$ cat config.mk
export PLATFORM = sky130hd
export DESIGN_NAME = spike_limited_average_filter_unit
export DESIGN_NICKNAME = d
export VERILOG_FILES = /design/src/design/slaf_pkg.sv /design/src/design/slaf_cell.sv /design/src/design/spike_limited_average_filter_unit.sv
export VERILOG_INCLUDE_DIRS = /design/src /design/src/design
export SDC_FILE = /design/constraint.sdc
export NUM_CORES = 1
export LEC_CHECK = 0
export BUFFER_PORTS_ARGS = -buffer_cell sky130_fd_sc_hd__buf_2
export CELL_PAD_IN_SITES_DETAIL_PLACEMENT = 0
export CELL_PAD_IN_SITES_GLOBAL_PLACEMENT = 1
export CORE_MARGIN = 2
export CORE_UTILIZATION = 38
export DETAILED_ROUTE_END_ITERATION = 8
export GPL_ROUTABILITY_DRIVEN = 0
export PLACE_DENSITY_LB_ADDON = 0.1
export SLEW_MARGIN = 20
export SYNTH_ARGS = -nofsm -noshare
export SYNTH_HDL_FRONTEND = slang
export SYNTH_HIERARCHICAL = 1
export SYNTH_SLANG_ARGS = --single-unit
export TNS_END_PERCENT = 1
$ cat constraint.sdc
create_clock -name clk -period 29.1 [get_ports clk]
set_clock_uncertainty 0.05 [all_clocks]
set_input_delay 5.82 -clock clk [delete_from_list [all_inputs] [get_ports clk]]
set_output_delay 5.82 -clock clk [all_outputs]
set_load 0.02 [all_outputs]
$ cat src/design/spike_limited_average_filter_unit_assert.svh
// assertion macros for the spike limited average filter
// expects clk and rst_n in the scope of the including module
`ifndef SPIKE_LIMITED_AVERAGE_FILTER_UNIT_ASSERT_SVH
`define SPIKE_LIMITED_AVERAGE_FILTER_UNIT_ASSERT_SVH

// condition that must hold at every clock edge out of reset
`define SLAF_ASSERT_NOW(lbl, expr, msg) \
    lbl: assert property (@(posedge clk) disable iff (!rst_n) (expr)) else $error(msg);

// condition in one cycle that implies another in the next cycle
`define SLAF_ASSERT_NEXT(lbl, pre, post, msg) \
    lbl: assert property (@(posedge clk) disable iff (!rst_n) (pre) |=> (post)) \
        else $error(msg);

`endif

$ cat src/design/slaf_pkg.sv
// constants shared by the spike limited average filter
// no dependencies
package slaf_pkg;

    localparam int SAMPLE_W    = 16;
    localparam int INPUT_TAPS  = 7;
    localparam int OUTPUT_TAPS = 6;

    localparam int TAPS_TOTAL = INPUT_TAPS + OUTPUT_TAPS;
    localparam int IN_CELLS   = (INPUT_TAPS > 1) ? INPUT_TAPS - 1 : 1;

    localparam logic [SAMPLE_W-1:0] JUMP_THRESHOLD_RESET = SAMPLE_W'(50);
    localparam logic [SAMPLE_W-1:0] SAMPLE_MAX = {SAMPLE_W{1'b1}};

    // width of the full tap sum
    localparam int SUM_W = $clog2(TAPS_TOTAL * ((2 ** SAMPLE_W) - 1) + 1);

    // exact reciprocal for dividing any SUM_W-bit value by TAPS_TOTAL
    localparam int RECIP_SHIFT = SUM_W + $clog2(TAPS_TOTAL);
    localparam longint unsigned RECIP =
        ((64'd1 << RECIP_SHIFT) + 64'(TAPS_TOTAL) - 64'd1) / 64'(TAPS_TOTAL);
    localparam int RECIP_W = $clog2(RECIP + 1);
    localparam int PROD_W  = SUM_W + RECIP_W;

endpackage

$ cat src/design/slaf_cell.sv
// one history cell of the filter delay line
// depends on slaf_pkg
module slaf_cell
    import slaf_pkg::*;
(
    input  logic                clk,
    input  logic                rst_n,
    input  logic                shift_en,
    input  logic [SAMPLE_W-1:0] din,
    output logic [SAMPLE_W-1:0] dout
);

    logic [SAMPLE_W-1:0] value_reg;
    logic [SAMPLE_W-1:0] value_next;

    assign value_next = shift_en ? din : value_reg;

    always_ff @(posedge clk or negedge rst_n)
    begin
        if (!rst_n)
        begin
            value_reg <= '0;
        end
        else
        begin
            value_reg <= value_next;
        end
    end

    assign dout = value_reg;

endmodule

$ cat src/design/spike_limited_average_filter_unit.sv
// a result word is registered and appears on m_tdata the cycle after its sample is taken
// one sample per cycle while the output is not stalled; s_tready = !m_tvalid | m_tready
// the jump test, running sum and divide by the tap count are combinational
// reset clears both history chains and the running sum, threshold goes to 50
// depends on slaf_pkg, slaf_cell and spike_limited_average_filter_unit_assert.svh
`include "spike_limited_average_filter_unit_assert.svh"

module spike_limited_average_filter_unit
    import slaf_pkg::*;
(
    input  logic                clk,
    input  logic                rst_n,
    input  logic                cfg_we,
    input  logic [SAMPLE_W-1:0] cfg_wdata,  // jump_threshold
    input  logic                s_tvalid,
    output logic                s_tready,
    input  logic [SAMPLE_W-1:0] s_tdata,    // range_sample
    output logic                m_tvalid,
    input  logic                m_tready,
    output logic [SAMPLE_W-1:0] m_tdata     // filtered_range
);

    logic                accept;
    logic [SAMPLE_W-1:0] thr_reg;
    logic [SUM_W-1:0]    sum_hist_reg;
    logic [SUM_W-1:0]    sum_hist_next;
    logic                out_valid_reg;
    logic                out_valid_next;
    logic [SAMPLE_W-1:0] out_data_reg;

    logic [SAMPLE_W-1:0] out_tap [OUTPUT_TAPS];
    logic [SAMPLE_W-1:0] prev_in;
    logic [SAMPLE_W-1:0] in_tail;
    logic [SAMPLE_W-1:0] in_add;
    logic [SAMPLE_W-1:0] last_out;

    logic                jump_up;
    logic                jump_down;
    logic [SAMPLE_W-1:0] acc_value;
    logic [SUM_W-1:0]    total;
    logic [PROD_W-1:0]   prod;
    logic [SAMPLE_W-1:0] quot;
    logic [SUM_W-1:0]    quot_rem;

    assign s_tready = !out_valid_reg || m_tready;
    assign accept   = s_tvalid && s_tready;
    assign last_out = out_tap[0];

    // input history chain, absent with a single input tap
    generate
        if (INPUT_TAPS > 1)
        begin : g_in_chain
            logic [SAMPLE_W-1:0] in_tap [IN_CELLS];
            for (genvar i = 0; i < IN_CELLS; i++)
            begin : g_cell
                slaf_cell u_cell (
                    .clk      (clk),
                    .rst_n    (rst_n),
                    .shift_en (accept),
                    .din      ((i == 0) ? acc_value : in_tap[(i == 0) ? 0 : i - 1]),
                    .dout     (in_tap[i])
                );
            end
            assign prev_in = in_tap[0];
            assign in_tail = in_tap[IN_CELLS-1];
            assign in_add  = acc_value;
        end
        else
        begin : g_no_in_chain
            assign prev_in = '0;
            assign in_tail = '0;
            assign in_add  = '0;
        end
    endgenerate

    // output history chain, cell 0 holds the last result
    generate
        for (genvar j = 0; j < OUTPUT_TAPS; j++)
        begin : g_out_cell
            slaf_cell u_cell (
                .clk      (clk),
                .rst_n    (rst_n),
                .shift_en (accept),
                .din      ((j == 0) ? quot : out_tap[(j == 0) ? 0 : j - 1]),
                .dout     (out_tap[j])
            );
        end
    endgenerate

    // slew limit against the last output
    always_comb
    begin
        jump_up   = ({1'b0, s_tdata} > ({1'b0, last_out} + {1'b0, thr_reg}));
        jump_down = (last_out != '0) &&
                    (({1'b0, s_tdata} + {1'b0, thr_reg}) < {1'b0, last_out});
        priority if (jump_up)
        begin
            acc_value = (prev_in == SAMPLE_MAX) ? SAMPLE_MAX : prev_in + SAMPLE_W'(1);
        end
        else if (jump_down)
        begin
            acc_value = (prev_in == '0) ? '0 : prev_in - SAMPLE_W'(1);
        end
        else
        begin
            acc_value = s_tdata;
        end
    end

    // divide by the tap count through the exact reciprocal
    assign total    = sum_hist_reg + SUM_W'(acc_value);
    assign prod     = PROD_W'(total) * PROD_W'(RECIP);
    assign quot     = prod[RECIP_SHIFT +: SAMPLE_W];
    assign quot_rem = total - SUM_W'(quot) * SUM_W'(TAPS_TOTAL);

    // running sum of everything held in the two chains
    assign sum_hist_next = sum_hist_reg + SUM_W'(in_add) + SUM_W'(quot)
                         - SUM_W'(in_tail) - SUM_W'(out_tap[OUTPUT_TAPS-1]);

    assign out_valid_next = accept ? 1'b1 : (m_tready ? 1'b0 : out_valid_reg);

    always_ff @(posedge clk or negedge rst_n)
    begin
        if (!rst_n)
        begin
            thr_reg       <= JUMP_THRESHOLD_RESET;
            sum_hist_reg  <= '0;
            out_valid_reg <= 1'b0;
        end
        else
        begin
            if (cfg_we)
            begin
                thr_reg <= cfg_wdata;
            end
            if (accept)
            begin
                sum_hist_reg <= sum_hist_next;
            end
            out_valid_reg <= out_valid_next;
        end
    end

    always_ff @(posedge clk)
    begin
        if (accept)
        begin
            out_data_reg <= quot;
        end
    end

    assign m_tvalid = out_valid_reg;
    assign m_tdata  = out_data_reg;

    `SLAF_ASSERT_NOW(a_quot_exact, quot_rem < SUM_W'(TAPS_TOTAL), "reciprocal divide off")
    `SLAF_ASSERT_NEXT(a_accept_shows, accept, m_tvalid, "accepted word not presented")
    `SLAF_ASSERT_NEXT(a_hist_matches_out, accept, out_tap[0] == m_tdata, "output history out of step")
    `SLAF_ASSERT_NEXT(a_sum_holds, !accept, $stable(sum_hist_reg), "running sum moved without a word")

endmodule
* Word level (Yosys, flattened, before mapping)
Index checks and enable logic that the tools add are counted.
W data, S select, Z words.
** Word-level totals
- Logic and storage cells :: 41
- Bits of input ports :: 37
- Register bits after elaboration :: 245
- Output and inout bits :: 18
** Operators by class
- Equal/unequal tests :: 1
- $lt $le $gt $ge :: 2
- Reductions and logical operators :: 7
- Muxes and demuxes :: 6
- Multiply operators :: 1
- $add $sub $neg :: 8
** Operators by type and width (count)
- $mux W16 :: 4
- $add A20 B16 Y20 :: 2
- $sub A20 B16 Y20 :: 2
- $mul A20 B19 Y38 const B :: 1
- $add A16 B16 Y17 :: 2
- $gt A16 B17 Y1 :: 1
- $lt A17 B16 Y1 :: 1
- $add A16 B1 Y16 const B :: 1
- $eq A16 B16 Y1 const B :: 1
- $logic_not A16 Y1 :: 1
- $reduce_bool A16 Y1 :: 1
- $sub A16 B1 Y16 const B :: 1
- $logic_and A1 B1 Y1 :: 2
- $mux W1 :: 2
- $reduce_bool A2 Y1 :: 1
- $logic_not A1 Y1 :: 1
- $logic_or A1 B1 Y1 :: 1

* Logic depth before layout (Yosys ltp)
Gate-level depths: netlist (run 1).
- Word-level depth :: 10
- Gate-level depth with buffers :: 69
- Gate-level depth less buffers :: 68

* By module
The synthesis (run 1) kept the hierarchy.
** Modules (own cells, without submodules)
- spike_limited_average_filter_unit :: sequential area each 1410.1 µm², cells an instance 1504, instances 1, area each 13499.2 µm²
- slaf_cell :: sequential area each 400.4 µm², cells an instance 34, instances 12, area each 649.4 µm²

* Worst setup path after synthesis (run 1)
No wires, ideal clock.
- Path type :: in2reg
- From :: input s_tdata[1]
- To :: register sum_hist_reg[18]
- Library setup time :: 131 ps
- Stages :: 62
- Path slack :: 9714 ps
- Required time :: 28919 ps
- Arrival time :: 19205 ps
- Path buffers :: 1
- Path through :: ha_1 a21o_1 a21oi_1 nor2b_1 o21a_1 o41a_1 a21oi_1 o21ai_0 nor4_1 nor3_1 xor2_1 ha_1 nand4_1 or3_1 nand3_1 clkbuf_1 o21ai_0 a22oi_1 (+26 left out) or3_4 a21o_1 a21boi_0 o21a_1 o21a_1 nor2_1 xnor2_1 fa_1 ha_1 a2111o_1 o2111a_1 o21ai_1 a21oi_1 o31ai_1 a21oi_1 maj3_1 xnor2_1 o21ai_1
** Between the ends
- Longest elaborated chain between the ends :: 10
- Elaborated cells on any way between the ends :: 11
** Ends and longest elaborated chain
- start, declared :: RTL line spike_limited_average_filter_unit.sv:17 : input logic [SAMPLE_W-1:0] s_tdata,
- $add A16 B16 Y17 :: RTL line spike_limited_average_filter_unit.sv:95 : (({1'b0, s_tdata} + {1'b0, thr_reg}) < {1'b0, last_out});
- $lt A17 B16 Y1 :: RTL line spike_limited_average_filter_unit.sv:95
- $logic_and A1 B1 Y1 :: RTL line spike_limited_average_filter_unit.sv:94 : jump_down = (last_out != '0) &&
- $mux W16 :: RTL line spike_limited_average_filter_unit.sv:100 : else if (jump_down)
- $mux W16 * :: RTL line spike_limited_average_filter_unit.sv:96 : priority if (jump_up)
- named net acc_value[0] :: RTL line spike_limited_average_filter_unit.sv:39 : logic [SAMPLE_W-1:0] acc_value;
- $add A20 B16 Y20 * :: RTL line spike_limited_average_filter_unit.sv:111 : assign total = sum_hist_reg + SUM_W'(acc_value);
- $mul A20 B19 Y38 * :: RTL line spike_limited_average_filter_unit.sv:112 : assign prod = PROD_W'(total) * PROD_W'(RECIP);
- named net prod[30] :: RTL line spike_limited_average_filter_unit.sv:41 : logic [PROD_W-1:0] prod;
- $add A20 B16 Y20 * :: RTL line spike_limited_average_filter_unit.sv:117 : assign sum_hist_next = sum_hist_reg + SUM_W'(in_add) + SUM_W'(quot)
- $sub A20 B16 Y20 * (2 in series) :: RTL line spike_limited_average_filter_unit.sv:118 : - SUM_W'(in_tail) - SUM_W'(out_tap[OUTPUT_TAPS-1]);
- end signal, assigned :: RTL line spike_limited_average_filter_unit.sv:138 : sum_hist_reg <= sum_hist_next;
- end, declared :: RTL line spike_limited_average_filter_unit.sv:25 : logic [SUM_W-1:0] sum_hist_reg;
Mark *: on every way through the listed nets, which the timed path passes. The rest lies on a longest branch.
A chain may end at the register's enable or synchronous reset.

* Worst setup path in the final report (run 1)
Same ends and word-level chain as after synthesis.

==> results of run 1 <==
==> layout make-up <==
cell class	instances	share of cell area
clock buffers	41	0.0367
clock inverters	11	0.00416
inverters	347	0.0566
multi-input cells	1280	0.576
flip-flops and latches	245	0.268
well taps	748	0.0404
repair buffers	71	0.0176
==> critical path, delay by kind of cell <==
family          cells  cell delay (ns)
compound gates     26             5.84
xor+xnor            4             1.26
fa+ha+maj          14             5.34
buf+inv             8             1.14
simple gates       12             2.47
==> synth_stat cells, types with 9 or more instances <==
| cell type | instances | area [µm²] |
|---|---|---|
| xor2_1 | 32 | 280 |
| dfrtp_1 | 226 | 5660 |
| and3_1 | 9 | 56.3 |
| nor2b_1 | 15 | 93.8 |
| nor2_1 | 64 | 240 |
| o21a_1 | 17 | 128 |
| buf_12 | 12 | 240 |
| xnor2_1 | 61 | 534 |
| fa_1 | 159 | 3180 |
| nor4_1 | 10 | 62.6 |
| nand2_1 | 81 | 304 |
| mux2_2 | 89 | 1000 |
| buf_6 | 12 | 135 |
| nand3_1 | 26 | 130 |
| a21oi_1 | 60 | 300 |
| a221oi_1 | 12 | 105 |
| ha_1 | 267 | 3340 |
| o21ai_0 | 47 | 235 |
| or3_1 | 15 | 93.8 |
| a21o_1 | 21 | 158 |
| mux2_4 | 120 | 1800 |
| nand2b_1 | 13 | 81.3 |
| inv_1 | 347 | 1300 |
| nor3_1 | 24 | 120 |
| nand4_1 | 15 | 93.8 |
| edfxtp_1 | 16 | 480 |
| a211oi_1 | 17 | 128 |
| clkbuf_1 | 13 | 48.8 |
==> metrics by stage <==
step                       util  setup WS [ns]  cells  instance area (µm²)
after global placement    0.402           6.99   2691                22200
after CTS                 0.420           7.48   2743                23200
final                     0.420           7.56   2743                23200
after global routing      0.420           6.57   2743                23200
after detailed placement  0.402           6.96   2691                22200
after floorplan               -           9.71   1912                21300
==> routing by layer <==
| metal | global-route usage | up-vias | share of wire |
|---|---|---|---|
| li1 | - | 6589 | - |
| met1 | 0.276 | 6867 | 0.49 |
| met2 | 0.313 | 212 | 0.46 |
| met3 | 0.0166 | 48 | 0.030 |
| met4 | 0.0388 | 0 | 0.017 |
| met5 | 0 | - | 0 |
==> placed cells by master, fill, tap and decap left out, types with 15 or more instances in the layout <==
master / count
a211oi_1: 17
a21o_1: 21
a21oi_1: 60
buf_2: 53
buf_4: 17
clkbuf_16: 29
dfrtp_1: 226
edfxtp_1: 16
fa_1: 159
ha_1: 267
inv_1: 346
mux2_2: 89
mux2_4: 120
nand2_1: 81
nand3_1: 26
nand4_1: 15
nor2_1: 64
nor2b_1: 15
nor3_1: 24
o21a_1: 17
o21ai_0: 47
or3_1: 15
xnor2_1: 61
xor2_1: 32
==> kinds of logic after synthesis <==
logic type | share of synthesized area
AO/OA/AOI/OAI | 0.0815
XOR/XNOR | 0.0390
adder cells (fa/ha/maj) | 0.307
buffers and inverters | 0.0817
flip-flops | 0.292
multiplexers | 0.132
AND/OR/NAND/NOR | 0.0673
==> worst paths after layout <==
check	endpoint	slack, ns	cells after the start
worst max-delay path	sum_hist_reg[18]$_DFFE_PN0P_	7.56	64
worst max register to register	sum_hist_reg[18]$_DFFE_PN0P_	11.70	62
max in group asynchronous	g_in_chain.g_cell[5].u_cell/dout[8]$_DFFE_PN0P_	21.64	3
worst min register to register	sum_hist_reg[10]$_DFFE_PN0P_	0.43	2
min in group asynchronous	thr_reg[10]$_DFFE_PN0P_	5.20	1
worst min-delay path	sum_hist_reg[10]$_DFFE_PN0P_	0.43	2
==> results by group, run 1 <==
Clock tree
  – CTS tree: yes
  – H-tree depth: 1
  – Clock transition at path regs: 0.06 ns
  – Total of cells resized after clock tree synthesis: 0
  – Clock Sinks: 245
  – Root buf cell: clkbuf_16
  – Buffer count from post-CTS setup fixing: 0
  – Post-cts hold buffer count: 0
  – TritonCTS Buffers: 28
  – Worst skew pair latency: 0.56 ns
  – Max Buffers Root-to-Sink: 3

Finish
  – Layout cells sized above 1: 0.172
  – Nets@finish: 2,436
  – Area grow syn2layout: 8.77%
  – Area of the multi-input gates: 13,300 µm²
  – Seq. cell area: 6210 µm²
  – N_diodes: 0
  – Fillers: 5,378

Worst setup path
  – Worst reg2reg startpoint: g_out_cell[0].u_cell/dout[0]$_DFFE_PN0P_
  – CP Class: in2reg
  – Worst setup EP type: flop
  – CP most frequent cell: fa_1
  – CP max FO: 26
  – Arrival time of the worst setup path: 21.91 ns
  – CP Launch Point: s_tdata[1]
  – Worst EP required: 29.47 ns
  – Critical path's slowest cell: nor2_1
  – Startpoint types: primary input
  – CP max stage delay: 0.62 ns

STA
  – Post-layout min period: 21.54 ns
  – Max Slew Vio Count: 0
  – Setup tns final: 0 ns
  – Normalized max-slew margin: 0.313
  – Final Hold Vio Count: 0
  – Hold_ws: 0.435 ns
  – Peak Freq: 46.4 MHz
  – Setup-failing EPs final: 0
  – RSZ-0062 raised after global routing: no
  – Period utilization: 0.740
  – Worst slew pin tran: 1.03 ns

Drt
  – Antenna viol nets, final: 0
  – Total Wirelength: 52.9 mm
  – Vias/cell: 5.00
  – DRC errors left: 0
  – First-iteration detailed-routing DRC count: 731
  – Routed length per placed instance: 19.3 µm
  – Via Count: 13,700
  – Initial DRT Pass Iterations: 6

Global route
  – Largest net degree at the start of global routing: 102
  – Global-route wire length before repair: 84.2 mm
  – Initial antenna violation count: 1
  – Global route total overflow: 0
  – Vias in the first global route: 14,500
  – Overall routing resource usage: 0.191

Placement
  – HPWL Detailed: 41.9 mm
  – Port bufs: 54

Die
  – I/O pin cnt: 55
  – Core Box Area: 55,200 µm²
  – Die W: 241 µm
  – Die Ht: 241 µm
  – DIE AREA: 57,900 µm²
  – Initial Util: 0.386
  – Site Rows: 86

Outcome
  – Status: completed

Logic synthesis
  – EDFF count, synth: 16
  – Post-synthesis sequential area ratio: 0.292
  – Avg Cell Area, Syn: 11.1 µm²
  – Post-Syn Instances: 1,912
  – Ys async rst share: 0.935
  – Syn Nets: 2,375
  – Ys Warns: 6
  – Ys flop type: dfrtp_1
  – Synthesized cell area: 21,300 µm²
  – Seq cells post-synth: 245
  – Yosys cell types: 72

Worst hold path
  – Worst Hold Class: reg2reg
  – HP Start: sum_hist_reg[10]$_DFFE_PN0P_

Job
  – Max-cap violations: 0
Power of run 1 is left out: the tool's default activity adds up to more than one toggle a clock period on the data nets, which glitch-free logic cannot reach.
==> run 2, diff against run 1 <==
Clock period 29.1 ns to 18.3 ns, I/O delays scaled along.
==> run 2 against run 1 <==
Compared with the run above: routed wire length barely moved; design area rose by 3.0%; critical path depth did not move; sequential share of layout area fell by 0.79 points; critical path type unchanged; setup slack got worse by 6.8 ns; register-to-register slack got worse by 9.3 ns; global-route usage fell by 0.13 points.
==> results by group, run 2 (synthesized netlist as in run 1, its figures left out) <==
Worst setup path
  – Worst EP required: 18.67 ns (was 29.47 ns)
  – Startpoint types: primary input (unchanged)
  – Critical path's slowest cell: fa_1 (was nor2_1)
  – CP max FO: 9 (was 26)
  – CP Class: in2reg (unchanged)
  – Arrival time of the worst setup path: 17.88 ns (was 21.91 ns)
  – CP Launch Point: s_tdata[1] (unchanged)
  – Worst reg2reg startpoint: g_out_cell[0].u_cell/dout[0]$_DFFE_PN0P_ (unchanged)
  – Worst setup EP type: flop (unchanged)
  – CP bufs+invs: 9 (was 8)
  – CP max stage delay: 0.53 ns (was 0.62 ns)
  – Largest delay share family, worst path: compound AO/OA/AOI/OAI gates (unchanged)

STA
  – Worst slew pin tran: 0.964 ns (was 1.03 ns)
  – Peak Freq: 57.1 MHz
  – Normalized max-slew margin: 0.358 (was 0.313)
  – RSZ-0062 raised after global routing: no (unchanged)
  – Post-layout min period: 17.51 ns
  – Final Hold Vio Count: 0 (unchanged)
  – Period utilization: 0.957
  – Setup-failing EPs final: 0 (unchanged)
  – Max Slew Vio Count: 0 (unchanged)
  – Hold_ws: 0.432 ns (was 0.435 ns)

Global route
  – Initial antenna violation count: 1 (unchanged)
  – Overall routing resource usage: 0.189 (was 0.191)
  – Vias in the first global route: 14,900 (was 14,500)
  – Global-route wire length before repair: 84.6 mm (was 84.2 mm)
  – Global route total overflow: 0 (unchanged)
  – Largest net degree at the start of global routing: 98 (was 102)

Finish
  – Non-Filler Instances: 2,813 (was 2,743)
  – Most frequent cells in the layout: inv_1, ha_1, dfrtp_1 (unchanged)
  – Commonest non-fill, non-tap cell in the layout: inv_1 (unchanged)
  – Area grow syn2layout: 12.1% (was 8.77%)
  – N_diodes: 0 (unchanged)
  – Nets@finish: 2,507 (was 2,436)
  – Layout cells sized above 1: 0.207 (was 0.172)
  – Fillers: 5,356 (was 5,378)

Clock tree
  – Clock transition at path regs: 0.06 ns (about the same)
  – TritonCTS Buffers: 28 (unchanged)
  – Max Buffers Root-to-Sink: 3 (unchanged)
  – Clock Sinks: 245 (unchanged)
  – Root buf cell: clkbuf_16 (unchanged)
  – Post-cts hold buffer count: 0 (unchanged)
  – CTS tree: yes (unchanged)
  – H-tree depth: 1 (unchanged)
  – Worst skew pair latency: 0.55 ns (was 0.56 ns)

Die
  – Initial Util: 0.386 (unchanged)
  – DIE AREA: 57,900 µm² (unchanged)
  – Site Rows: 86 (unchanged)
  – Die W: 241 µm (unchanged)
  – I/O pin cnt: 55 (unchanged)
  – Core Box Area: 55,200 µm² (unchanged)
  – Die Ht: 241 µm (unchanged)

Drt
  – Routed length per placed instance: 18.8 µm (was 19.3 µm)
  – DRC errors left: 0 (unchanged)
  – Antenna viol nets, final: 0 (unchanged)
  – Total Wirelength: 52.9 mm (about the same)
  – First-iteration detailed-routing DRC count: 579 (was 731)
  – Initial DRT Pass Iterations: 5 (was 6)
  – Vias/cell: 4.98 (was 5.00)
  – Via Count: 14,000 (was 13,700)

Outcome
  – Status: completed (unchanged)

Worst hold path
  – Worst Hold Class: reg2reg (unchanged)
  – HP Start: sum_hist_reg[10]$_DFFE_PN0P_ (unchanged)

Placement
  – Port bufs: 54 (unchanged)
  – Post-placement cell count: 2,761 (was 2,691)
  – HPWL Detailed: 42.7 mm (was 41.9 mm)

Job
  – Max-cap violations: 0 (unchanged)
[run 2: worst paths after layout]
check                      cells past startpoint  slack, ns                                         endpoint
max                                           64       0.79                     sum_hist_reg[19]$_DFFE_PN0P_
min                                            2       0.43                     sum_hist_reg[10]$_DFFE_PN0P_
max reg2reg                                   65       2.38                     sum_hist_reg[19]$_DFFE_PN0P_
min reg2reg                                    2       0.43                     sum_hist_reg[10]$_DFFE_PN0P_
max in group asynchronous                      2      13.68  g_in_chain.g_cell[5].u_cell/dout[0]$_DFFE_PN0P_
min in group asynchronous                      1       3.06        g_out_cell[2].u_cell/dout[10]$_DFFE_PN0P_
[run 2: routing by layer]
layer | track usage | part of all wire
met5 | 0 | 0
met4 | 0.0365 | 0.016
met3 | 0.0135 | 0.026
met2 | 0.316 | 0.47
met1 | 0.272 | 0.49
[run 2: metrics by stage]
step / instance area [µm²] / setup WS (ns) / TNS [ns] / utilization
after floorplan: 21300 / 1.07 / 0 / -
after global routing: 23900 / 0.00550 / 0 / 0.432
final: 23900 / 0.790 / 0 / 0.432
after global placement: 22700 / 0.0562 / 0 / 0.412
after detailed placement: 22700 / -0.117 / -0.266 / 0.412
after CTS: 23700 / 0.380 / 0 / 0.430
[run 2: area by class of cell]
type / instances / area, µm² / area share
multi-input cells: 1280 / 13500 / 0.564
flip-flops and latches: 245 / 6210 / 0.260
inverters: 347 / 1310 / 0.0549
repair buffers: 142 / 941 / 0.0394
well taps: 748 / 936 / 0.0392
clock buffers: 42 / 835 / 0.0350
clock inverters: 9 / 155 / 0.00650
[run 2: what timing repair did]
| action | 4_1_cts | 5_1_grt |
|---|---|---|
| setup buffers | 0 | 1 |
| setup endpoints to repair | 0 | 6 |
| resized for setup | 0 | 21 |
[run 2: worst min-delay path, stage by stage (launching register included)]
cell and delay (ns):
dfrtp_1 0.35, nand2_1 0.05, nand2_1 0.05
Power of run 2 is left out for the same reason.
==> run 3, diff against run 2 <==
Settings changed: CAP_MARGIN from default to 5, CTS_CLUSTER_DIAMETER from default to 120, SYNTH_HIERARCHICAL 1 to default.
==> run 3 against run 2 <==
Compared with the run above: sequential share of layout area rose by 0.62 points; design area is 2.3% lower; clock-buffer cell count rose by 4; routed wire length grew 6.1%; cell count increased by 9.0%; critical path type unchanged; via count grew 9.2%; core utilization up 0.079 points.
==> results by group, run 3 <==
Clock tree
  – Root buf cell: clkbuf_16 (unchanged)
  – TritonCTS Buffers: 31 (was 28)
  – Post-cts hold buffer count: 0 (unchanged)
  – H-tree depth: 1 (unchanged)
  – Max Buffers Root-to-Sink: 3 (unchanged)
  – Clock transition at path regs: 0.06 ns (about the same)
  – Clock Sinks: 245 (unchanged)
  – Worst skew pair latency: 0.57 ns (was 0.55 ns)
  – CTS tree: yes (unchanged)

STA
  – Max Slew Vio Count: 0 (unchanged)
  – Post-layout min period: 17.37 ns (was 17.51 ns)
  – Normalized max-slew margin: 0.313 (was 0.358)
  – Final Hold Vio Count: 0 (unchanged)
  – Post-route setup slack: 0.929 ns (was 0.790 ns)
  – Peak Freq: 57.6 MHz (was 57.1 MHz)
  – Period utilization: 0.949 (was 0.957)
  – Worst slew pin tran: 1.03 ns (was 0.964 ns)
  – Setup-failing EPs final: 0 (unchanged)

Finish
  – Post-layout utilization of the core: 0.433 (was 0.432)
  – Area of the multi-input gates: 13,100 µm² (was 13,500 µm²)
  – Most frequent cells in the layout: nand2_1, inv_1, ha_1 (was inv_1, ha_1, dfrtp_1)
  – Fillers: 5,404 (was 5,356)
  – Seq. cell area: 6210 µm² (unchanged)
  – Area grow syn2layout: 12.8% (was 12.1%)
  – N_diodes: 0 (unchanged)
  – Layout cells sized above 1: 0.110 (was 0.207)
  – Nets@finish: 2,810 (was 2,507)
  – Commonest non-fill, non-tap cell in the layout: nand2_1 (was inv_1)

Worst setup path
  – CP Class: in2reg (unchanged)
  – CP max stage delay: 0.55 ns (was 0.53 ns)
  – Worst EP required: 18.75 ns (was 18.67 ns)
  – CP max FO: 9 (unchanged)
  – Critical path's slowest cell: fa_1 (unchanged)
  – Arrival time of the worst setup path: 17.82 ns (was 17.88 ns)
  – Startpoint types: primary input (unchanged)
  – Worst setup EP type: flop (unchanged)

Drt
  – Met2 wire len: 26.2 mm (was 24.7 mm)
  – Met1 wire length: 27.6 mm (was 26.0 mm)
  – Initial DRT Pass Iterations: 5 (unchanged)
  – Via Count: 15,300 (was 14,000)
  – DRC errors left: 0 (unchanged)
  – First-iteration detailed-routing DRC count: 735 (was 579)
  – Antenna viol nets, final: 0 (unchanged)
  – Total Wirelength: 56.1 mm (was 52.9 mm)
  – Routed length per placed instance: 18.3 µm (was 18.8 µm)
  – Top Layer Used: met4 (unchanged)
  – Routed wl met3: 1.31 mm (was 1.39 mm)
  – Vias/cell: 4.99 (was 4.98)

Global route
  – Vias in the first global route: 16,100 (was 14,900)
  – Global-route wire length before repair: 90.7 mm (was 84.6 mm)
  – Global route total overflow: 0 (unchanged)
  – Largest net degree at the start of global routing: 130 (was 98)
  – Overall routing resource usage: 0.207 (was 0.189)
  – Initial antenna violation count: 1 (unchanged)

Logic synthesis
  – Post-synth top cells: nand2_1, inv_1, ha_1 (was inv_1, ha_1, dfrtp_1)
  – Avg Cell Area, Syn: 9.18 µm² (was 11.1 µm²)
  – Ys flop type: dfrtp_1 (unchanged)
  – Syn Nets: 2,712 (was 2,375)
  – Synth area leader: dfrtp_1 (unchanged)
  – EDFF count, synth: 16 (unchanged)
  – Seq cells post-synth: 245 (unchanged)
  – Post-synth top area share: 0.274 (was 0.266)
  – Yosys cell types: 74 (was 72)
  – Post-Syn Instances: 2,249 (was 1,912)
  – Post-synthesis sequential area ratio: 0.301 (was 0.292)
  – Main area contributors after synthesis: dfrtp_1, ha_1, fa_1 (unchanged)
  – Ys async rst share: 0.935 (unchanged)
  – Top-count cell post-synth: nand2_1 (was inv_1)
  – Ys Warns: 0 (was 6)
  – Synthesized cell area: 20,600 µm² (was 21,300 µm²)

Die
  – Site Rows: 85 (was 86)
  – Core Box Area: 53,800 µm² (was 55,200 µm²)
  – Die Ht: 237 µm (was 241 µm)
  – DIE AREA: 56,200 µm² (was 57,900 µm²)
  – Die W: 237 µm (was 241 µm)
  – I/O pin cnt: 55 (unchanged)
  – Initial Util: 0.384 (was 0.386)

Outcome
  – Status: completed (unchanged)

Job
  – Max-cap violations: 0 (unchanged)

Placement
  – Port bufs: 54 (unchanged)
  – HPWL Detailed: 44.6 mm (was 42.7 mm)
  – Setup WS pre-CTS: -0.547 ns (was -0.117 ns)

Worst hold path
  – Worst Hold Class: reg2reg (unchanged)
[run 3: path summary, 6_finish.rpt]
path                                                               start  slack (ns)                                               to  cells past startpoint
worst max-delay path                                          s_tdata[1]        0.93                     sum_hist_reg[19]$_DFFE_PN0P_                     63
worst min-delay path            g_out_cell[1].u_cell.dout[0]$_DFFE_PN0P_        0.41         g_out_cell[2].u_cell.dout[0]$_DFFE_PN0P_                      2
worst max register to register  g_out_cell[0].u_cell.dout[0]$_DFFE_PN0P_        3.14                     sum_hist_reg[19]$_DFFE_PN0P_                     63
worst min register to register  g_out_cell[1].u_cell.dout[0]$_DFFE_PN0P_        0.41         g_out_cell[2].u_cell.dout[0]$_DFFE_PN0P_                      2
max in group asynchronous                                          rst_n       13.23  g_in_chain.g_cell[4].u_cell.dout[4]$_DFFE_PN0P_                      3
min in group asynchronous                                          rst_n        2.95                           thr_reg[6]$_DFFE_PN0P_                      1
[run 3: layer usage]
metal,GRT usage,vias up
met5,0,-
met3,0.0177,61
li1,-,7506
met2,0.341,172
met4,0.0419,0
met1,0.298,7568
[run 3: per-stage QoR]
| stage | hold slack [ns] | instance area, µm² | setup TNS (ns) | instances |
|---|---|---|---|---|
| after floorplan | 0.389 | 20600 | 0 | 2249 |
| after global placement | 0.396 | 22100 | -0.738 | 3008 |
| after detailed placement | 0.401 | 22100 | -1.40 | 3008 |
| after CTS | 0.406 | 23100 | 0 | 3065 |
| after global routing | 0.428 | 23300 | -0.0352 | 3067 |
| final | 0.411 | 23300 | 0 | 3067 |
[run 3: worst max-delay path: cells and delay by family]
kind | cells | cell delay [ns]
xor+xnor | 2 | 0.36
buf+inv | 12 | 1.35
fa+ha+maj | 13 | 5.05
compound gates | 22 | 4.92
simple gates | 14 | 2.44
[run 3: cell families (layout without fill, tap and decap cells)]
| logic type | count (synthesis) | count (layout) | share of synthesized area |
|---|---|---|---|
| DFF | 245 | 245 | 0.301 |
| muxes | 32 | 32 | 0.0174 |
| and+or+nand+nor | 712 | 712 | 0.146 |
| AOI/OAI and AO/OA | 315 | 315 | 0.0980 |
| adders and majority gates | 427 | 427 | 0.316 |
| xor gates and xnor gates | 104 | 104 | 0.0445 |
| buffers and inverters | 414 | 536 | 0.0766 |
[run 3: area by class of cell]
type | instances | area share
clock buffers | 46 | 0.0370
clock inverters | 11 | 0.00505
multi-input cells | 1590 | 0.560
flip-flops and latches | 245 | 0.267
inverters | 345 | 0.0558
repair buffers | 134 | 0.0378
well taps | 696 | 0.0374
[run 3: timing repair]
action / in CTS / in global routing
pin swaps: 0 / 2
resized for setup: 1 / 36
setup buffers: 0 / 2
endpoints found under the setup margin: 1 / 11
Power of run 3 is left out for the same reason.
